==> src/sv/pfde_pkg.sv <==
`default_nettype none
package pfde_pkg;

  localparam int SCREEN_WIDTH_DEF  = 128;
  localparam int SCREEN_HEIGHT_DEF = 64;
  localparam logic [7:0] COL_OFFSET_RESET = 8'd2;
  localparam logic [7:0] HDR_HIGH_COL = 8'h10;
  localparam logic [7:0] HDR_PAGE_CMD = 8'hB0;
  localparam logic [7:0] BYTE_ONES    = 8'hFF;

  typedef enum logic [2:0] {
    REQ_PIXEL = 3'd0,
    REQ_FILL  = 3'd1,
    REQ_CLEAR = 3'd2,
    REQ_GLYPH = 3'd3,
    REQ_READ  = 3'd4
  } req_t;

  typedef enum logic [3:0] {
    ST_CLR_SWEEP,
    ST_IDLE,
    ST_RMW_RD,
    ST_RMW_WR,
    ST_FILL_RD,
    ST_FILL_WR,
    ST_GLY_RD,
    ST_GLY_WR,
    ST_CLEAR,
    ST_HDR,
    ST_RD_BYTE,
    ST_RD_OUT
  } state_t;

  // controller to datapath
  typedef struct packed {
    logic load;       // capture transaction fields
    logic sweep_init; // start clear sweep over the whole store
    logic sweep_step; // write sweep byte, advance
    logic rmw_rd;     // issue read of target byte
    logic rmw_wr;     // write modified byte
    logic fill_next;  // advance fill cursor
    logic gly_next;   // advance glyph row
    logic hdr_emit;   // put header in output register
    logic rd_issue;   // issue readout byte read
    logic rd_shift;   // shift in read byte
    logic word_emit;  // put data word in output register
  } cmd_t;

  // datapath to controller
  typedef struct packed {
    logic sweep_done;
    logic fill_empty;
    logic fill_done;
    logic gly_done;
    logic byte_done;
    logic page_done;
    logic out_busy;
  } stat_t;

endpackage
`default_nettype wire

==> src/sv/pfde_ctrl.sv <==
`default_nettype none
module pfde_ctrl (
  input  wire logic            clk,
  input  wire logic            rst_n,
  input  wire logic            in_valid,
  output logic                 in_stall,
  input  wire logic [2:0]      in_req_type,
  input  wire logic [15:0]     gly_bits,
  input  wire logic [15:0]     gly_cur,
  input  wire pfde_pkg::stat_t stat,
  output pfde_pkg::cmd_t       cmd,
  output logic                 force_on
);
  pfde_pkg::state_t state_r, state_nxt;
  logic accept;
  logic is_sweep_first_r;

  assign in_stall = (state_r != pfde_pkg::ST_IDLE);
  assign accept   = in_valid && !in_stall;

  // next state
  always_comb begin
    state_nxt = state_r;
    case (state_r)
      pfde_pkg::ST_CLR_SWEEP: if (stat.sweep_done) state_nxt = pfde_pkg::ST_IDLE;
      pfde_pkg::ST_IDLE: begin
        if (accept) begin
          case (in_req_type)
            pfde_pkg::REQ_PIXEL: state_nxt = pfde_pkg::ST_RMW_RD;
            pfde_pkg::REQ_FILL:  state_nxt = pfde_pkg::ST_FILL_RD;
            pfde_pkg::REQ_CLEAR: state_nxt = pfde_pkg::ST_CLEAR;
            pfde_pkg::REQ_GLYPH: state_nxt = (gly_bits != 16'd0) ?
                                   pfde_pkg::ST_GLY_RD : pfde_pkg::ST_IDLE;
            pfde_pkg::REQ_READ:  state_nxt = pfde_pkg::ST_HDR;
            default:             state_nxt = pfde_pkg::ST_IDLE;
          endcase
        end
      end
      pfde_pkg::ST_RMW_RD:  state_nxt = pfde_pkg::ST_RMW_WR;
      pfde_pkg::ST_RMW_WR:  state_nxt = pfde_pkg::ST_IDLE;
      pfde_pkg::ST_FILL_RD: state_nxt = stat.fill_empty ? pfde_pkg::ST_IDLE
                                                        : pfde_pkg::ST_FILL_WR;
      pfde_pkg::ST_FILL_WR: state_nxt = stat.fill_done ? pfde_pkg::ST_IDLE
                                                       : pfde_pkg::ST_FILL_RD;
      pfde_pkg::ST_GLY_RD:  state_nxt = pfde_pkg::ST_GLY_WR;
      pfde_pkg::ST_GLY_WR:  state_nxt = stat.gly_done ? pfde_pkg::ST_IDLE
                                                      : pfde_pkg::ST_GLY_RD;
      pfde_pkg::ST_CLEAR:   if (stat.sweep_done) state_nxt = pfde_pkg::ST_IDLE;
      pfde_pkg::ST_HDR:     if (!stat.out_busy) state_nxt = pfde_pkg::ST_RD_BYTE;
      pfde_pkg::ST_RD_BYTE: state_nxt = pfde_pkg::ST_RD_OUT;
      pfde_pkg::ST_RD_OUT: begin
        if (!stat.byte_done) state_nxt = pfde_pkg::ST_RD_BYTE;
        else if (!stat.out_busy)
          state_nxt = stat.page_done ? pfde_pkg::ST_IDLE : pfde_pkg::ST_RD_BYTE;
      end
      default: state_nxt = pfde_pkg::ST_IDLE;
    endcase
  end

  // command outputs
  always_comb begin
    cmd = '0;
    force_on = 1'b0;
    case (state_r)
      pfde_pkg::ST_CLR_SWEEP: cmd.sweep_step = 1'b1;
      pfde_pkg::ST_IDLE: begin
        cmd.load = accept;
        force_on = accept && (in_req_type == pfde_pkg::REQ_GLYPH);
      end
      pfde_pkg::ST_RMW_RD:  cmd.rmw_rd = 1'b1;
      pfde_pkg::ST_RMW_WR:  cmd.rmw_wr = 1'b1;
      pfde_pkg::ST_FILL_RD: cmd.rmw_rd = !stat.fill_empty;
      pfde_pkg::ST_FILL_WR: begin
        cmd.rmw_wr = 1'b1;
        cmd.fill_next = 1'b1;
      end
      pfde_pkg::ST_GLY_RD:  cmd.rmw_rd = 1'b1;
      pfde_pkg::ST_GLY_WR: begin
        cmd.rmw_wr = gly_cur[0];
        cmd.gly_next = 1'b1;
      end
      pfde_pkg::ST_CLEAR: begin
        cmd.sweep_init = is_sweep_first_r;
        cmd.sweep_step = !is_sweep_first_r;
      end
      pfde_pkg::ST_HDR:     cmd.hdr_emit = !stat.out_busy;
      pfde_pkg::ST_RD_BYTE: cmd.rd_issue = 1'b1;
      pfde_pkg::ST_RD_OUT: begin
        cmd.rd_shift  = !stat.byte_done;
        cmd.word_emit = stat.byte_done && !stat.out_busy;
        cmd.rd_issue  = 1'b0;
      end
      default: cmd = '0;
    endcase
  end

  always_ff @(posedge clk) begin
    if (!rst_n) begin
      state_r <= pfde_pkg::ST_CLR_SWEEP;
      is_sweep_first_r <= 1'b1;
    end else begin
      state_r <= state_nxt;
      if (state_r == pfde_pkg::ST_CLEAR) is_sweep_first_r <= 1'b0;
      else is_sweep_first_r <= 1'b1;
    end
  end

  // new transaction only from idle
  assert property (@(posedge clk) disable iff (!rst_n)
    cmd.load |-> $past(state_r) == pfde_pkg::ST_IDLE || state_r == pfde_pkg::ST_IDLE)
    else $error("load outside idle");
  // a write is always preceded by its read
  assert property (@(posedge clk) disable iff (!rst_n)
    (state_r == pfde_pkg::ST_RMW_WR) |-> $past(state_r) == pfde_pkg::ST_RMW_RD)
    else $error("write without read");
  // emitting a word never happens with the stall pending
  assert property (@(posedge clk) disable iff (!rst_n)
    cmd.word_emit |-> !stat.out_busy)
    else $error("word emitted into full register");
endmodule
`default_nettype wire

==> config.mk <==
export PLATFORM = sky130hd
export DESIGN_NAME = pfde_ctrl
export DESIGN_NICKNAME = d
export VERILOG_FILES = /design/src/sv/pfde_pkg.sv /design/src/sv/pfde_ctrl.sv
export SDC_FILE = /design/constraint.sdc
export NUM_CORES = 1
export LEC_CHECK = 0
export ABC_AREA = 1
export BUFFER_PORTS_ARGS = -buffer_cell sky130_fd_sc_hd__buf_2
export CAP_MARGIN = 10
export CORE_ASPECT_RATIO = 1.25
export CORE_MARGIN = 2
export CORE_UTILIZATION = 36
export CTS_CLUSTER_SIZE = 30
export DETAILED_ROUTE_END_ITERATION = 12
export HOLD_SLACK_MARGIN = 0.12
export PLACE_DENSITY = 0.78
export SLEW_MARGIN = 40
export SYNTH_ARGS = -nofsm -noshare
export SYNTH_HDL_FRONTEND = slang
export SYNTH_SLANG_ARGS = --single-unit
==> constraint.sdc <==
create_clock -name clk -period 1.4 [get_ports clk]
set_clock_uncertainty 0.05 [all_clocks]
set_input_delay 0.07 -clock clk [delete_from_list [all_inputs] [get_ports clk]]
set_output_delay 0.07 -clock clk [all_outputs]
set_load 0.01 [all_outputs]
==> After elaboration in Yosys (flattened, before gate mapping) <==
Index checks and enable logic that the tools add are counted.
{ "classes": {"n_mux": 24, "n_eq_ne": 20, "n_reduce_logical": 15} }
{ "ops": {"columns": ["cell", "count"], "rows": [
  ["one-hot mux 4 bit (10 select lines)", 1],
  ["two-way mux 4 bit", 6],
  ["one-hot mux 4 bit (5 select lines)", 1],
  ["== test 4 x 3 -> 1 bit (second input constant)", 4],
  ["== test 4 bit (second input constant)", 4],
  ["nonzero test 16 bit", 1],
  ["two-way mux 3 bit", 4],
  ["== test 4 x 2 -> 1 bit (second input constant)", 2],
  ["two-way mux 1 bit", 8],
  ["== test 3 x 2 -> 1 bit (second input constant)", 2],
  ["one-hot mux 1 bit (2 select lines)", 3],
  ["OR reduction 2 bit", 3],
  ["zero test 1 bit", 5],
  ["== test 4 x 1 -> 1 bit (second input constant)", 1],
  ["zero test 4 bit", 1],
  ["inequality test 2 bit (second input constant)", 2],
  ["inequality test 4 x 1 -> 1 bit (second input constant)", 1],
  ["AND reduction 4 bit", 1],
  ["== test 3 x 1 -> 1 bit (second input constant)", 1],
  ["== test 3 bit (second input constant)", 1],
  ["logical AND 1 bit", 3],
  ["zero test 3 bit", 1],
  ["inequality test 3 bit (second input constant)", 1],
  ["two-way mux 2 bit", 1],
  ["inequality test 2 x 1 -> 1 bit (second input constant)", 1]
]} }
{ "totals": {"wordCells": 61, "in_bits": 45, "register_bits": 5, "out_inout_bits": 13} }

==> Longest topological paths before layout <==
{ "depth": {"ltp_word": 5, "depth_mapped": 9, "depth_no_buf": 9} }

==> Worst setup path before layout <==
No wires, ideal clock.
{ "synth_path": {"path_type": "register to register", "start": "register state_r[1]", "end": "register state_r[2]", "setup_time_ns": 0.062, "required_ns": 1.288, "n_path_buf": 0, "arrival_ns": 1.143, "path_slack_ns": 0.145, "stages_incl_launch_ff": 9, "synth_period_minus_slack_ns": 1.255, "cell_sequence": "dfxtp_1 -> nand2_1 -> nor2_1 -> nand2_1 -> nand2_1 -> nor2_1 -> nand2_1 -> nand2_1 -> nor2_2"} }
{ "synth_via": {"elab_chain_cells": 5, "word_cells_on_any_way": 21, "classes_between": "eq/ne: 15; mux: 1; reduce/logical: 5"} }
{ "synth_lines": {"columns": ["element", "line", "text"], "rows": [
  ["start: declaration", "pfde_ctrl.sv:14", "pfde_pkg::state_t state_r, state_nxt;"],
  ["start signal: assignment", "pfde_ctrl.sv:99", "state_r <= pfde_pkg::ST_CLR_SWEEP;"],
  ["start signal: assignment", "pfde_ctrl.sv:102", "state_r <= state_nxt;"],
  ["inequality test 4 x 1 -> 1 bit", "pfde_ctrl.sv:18", "assign in_stall = (state_r != pfde_pkg::ST_IDLE);"],
  ["zero test 1 bit", "pfde_ctrl.sv:19", "assign accept = in_valid && !in_stall;"],
  ["logical AND 1 bit", "pfde_ctrl.sv:19", null],
  ["inequality test 2 bit (no source line)", null, null],
  ["AND reduction 4 bit (no source line)", null, null]
]} }
Several ways; a longest one is shown, not always the timed one.
A chain may end at the register's enable or synchronous reset.

==> impl_metrics.yaml <==
synth:
  yosysMostFrequentCell: "nand2_1"
  ys_warn_count: 0
  syn_nets: 170
  syn_area_per_cell_um2: 5.05
  yosys.area.top_type: "nand2_1"
  synth_area_leaders: "nand2_1, dfxtp_1, nor2_1"
  synth_common_cells: "nand2_1, nor2_1, inv_1, nand3_1, inv_2"
  netlist.area_leader.share_pct: 24.4
  ys.flop_type: "dfxtp_1"
  synth_seq_cells: 5
  seq_area_frac_synth_pct: 15.8
  syn_area_um2: 632
  synth_cells: 125
  ys_types: 19
  synth-async-reset-ratio_pct: 0
  synth_edf_count: 0
global_route:
  grt_pass1_vias: 860
  track_usage_pct: 19.9
  grt_antenna_before_repair: 0
  grt_pass1_wl_um: 3370
  gr-total-overflow: 0
  grt_max_degree: 7
cells_and_area:
  area_growth_pct: 61.4
  drive_gt1_share_pct: 43.0
  design_area_um2: 1020
  num_antenna_cells: 0
  nets: 225
  fillCellCount: 167
critical_path:
  worstPathMaxFanout: 5
  r2r-end: "state_r[1]"
  cp_data_required_time_ns: 1.28
  end_kind: "output port"
  reg2reg_from: "state_r[3]"
  path_class: "register to output port"
  cp-start-kind: "register"
  r2r_cells: 10
  r2r_slack_ns: 0.10
  arrival_ns: 1.28
detailed_routing:
  drt_iter0_drc: 14
  routedWlPerCell_um: 9.85
  via_per_inst: 4.89
  dr.pass1.iters: 4
  drt_wl_total_um: 1940
  ant_nets: 0
  via_count: 964
  drc: 0
place:
  dp_slack_ns: -0.0175
  portBuffers: 42
  placed_cell_area_um2: 872
  finalWeightedCongestion: 0.868
  hpwlAfterDp_um: 1540
run_status:
  status: "finished with violations"
  violations: "setup timing"
timing:
  rsz0062_at_grt: "yes"
  worst_slack_ns: -0.00499
  layout_min_cycle_time_ns: 1.40
  max_freq_mhz: 712
  worst_slew_pin_slew_ns: 0.203
  whs_ns: 0.148
  fin_crit_sh_pct: 100
  relSlewSlack_pct: 86.4
  slew_viol_final: 0
  setup_violations: 1
  hold_violations: 0
cts:
  cts.sink_count: 5
  path_clk_slew_ns: 0.05
  cts_max_path_buffers: 2
  cts-root-buf: "clkbuf_4"
  numCtsBuffers: 3
  htree_levels: 1
  clk_latency_ns: 0.25
  cts_tree: "done"
floorplan:
  die-area_um2: 2110
  start_util_pct: 39.5
  die_h_um: 50.8
  io_pins: 58
  fp-row-count: 16
  die_w_um: 41.5
  core-area_um2: 1600
hold_path:
  whs_path_depth: 4
  min_to: "state_r[0]"
  hold_class: "input pin to register"
  min_from: "stat[6]"
power:
  power.density_nw_per_um2: 531
  leakage_nw: 0.608
  ir_drop_v: 0.000643
job:
  cap_violations: 0
## what timing repair did
action,4_1_cts,5_1_grt
setup buffers,5,1
pin swaps,3,4
hold buffers,1,0
hold endpoints to repair,5,0
setup endpoints to repair,9,10
gates resized for setup,10,11
## critical path, stage by stage (launching register included)
cell     delay (ns)
dfxtp_4        0.36
buf_6          0.12
nor2_4         0.10
nand2_2        0.06
or2_1          0.22
nand2_1        0.06
buf_2          0.12
## layout make-up
cell class / count / area (µm²) / area share (%)
Multi-Input combinational cell: 101 / 505 / 49.6
Inverter: 19 / 73.8 / 7.24
Tap cell: 18 / 22.5 / 2.21
Timing Repair Buffer: 50 / 277 / 27.1
Clock buffer: 4 / 26.3 / 2.58
Sequential cell: 5 / 115 / 11.3
## sequential cells by signal, indices dropped and copies added (netlist names)
signal / cells
is_sweep_first_r: 1
state_r: 4
## routing by layer
| metal | GRT usage (%) | part of all wire [%] | vias up |
|---|---|---|---|
| met1 | 21.2 | 39 | 425 |
| li1 | - | - | 502 |
| met2 | 38.0 | 52 | 37 |
| met5 | 0 | 0 | - |
| met3 | 6.71 | 8.4 | 0 |
| met4 | 3.23 | 0 | 0 |
## power by group
group | internal (mW) | leakage [nW] | switching [mW]
Clock | 0.108 | 0.0150 | 0.0622
Sequential | 0.146 | 0.0436 | 0.0130
Combinational | 0.0936 | 0.550 | 0.119
Total | 0.348 | 0.608 | 0.194
## placed cells by master (no fill, tap or decap)
| master | synthesis | final |
|---|---|---|
| buf_4 | 0 | 6 |
| o21ai_2 | 1 | 1 |
| inv_2 | 6 | 5 |
| nor3_1 | 3 | 2 |
| nand2_1 | 41 | 40 |
| nor2_1 | 23 | 21 |
| and3_1 | 1 | 1 |
| nand3b_1 | 1 | 1 |
| a211oi_1 | 1 | 1 |
| nand2_2 | 2 | 2 |
| dfxtp_4 | 0 | 4 |
| dfxtp_1 | 5 | 1 |
| nor3_2 | 0 | 1 |
| buf_2 | 0 | 42 |
| inv_4 | 0 | 1 |
| dlygate4sd3_1 | 0 | 1 |
| clkbuf_4 | 0 | 3 |
| o21ai_1 | 0 | 1 |
| nand3_1 | 13 | 13 |
| nor2_2 | 4 | 3 |
| or2_1 | 1 | 1 |
| nand2_4 | 0 | 1 |
| nor2_4 | 2 | 5 |
| clkbuf_1 | 0 | 1 |
| inv_1 | 13 | 13 |
| nand4_1 | 1 | 1 |
| a21oi_1 | 3 | 3 |
| nor4_2 | 0 | 2 |
| o21ai_0 | 2 | 1 |
| buf_6 | 0 | 1 |
## kinds of logic after synthesis
group	synth area share, %
compound gates	6.53
buf+inv	11.3
simple gates	66.3
flops	15.8
## metrics by stage
stage	utilization, %	instances	setup TNS, ns	power, mW
2_1_floorplan	-	125	0	0.264
3_5_place_dp	54.5	186	-0.0175	0.343
3_3_place_gp	54.5	186	0	0.339
6_report	63.7	197	-0.00499	0.542
4_1_cts	60.8	196	-0.0405	0.537
5_1_grt	63.7	197	-0.140	0.581
## worst max-delay path by stage
stage | start | end | slack [ns] | depth (start not counted)
floorplan | state_r[1] | state_r[2] | 0.15 | 8
global placement | state_r[1] | state_r[1] | 0.006 | 9
detailed placement | state_r[1] | state_r[1] | -0.02 | 9
CTS | state_r[3] | cmd[7] | -0.02 | 6
global route | state_r[3] | cmd[7] | -0.07 | 6
finish | state_r[3] | cmd[7] | -0.005 | 6
(Power assumes the default switching activity.)
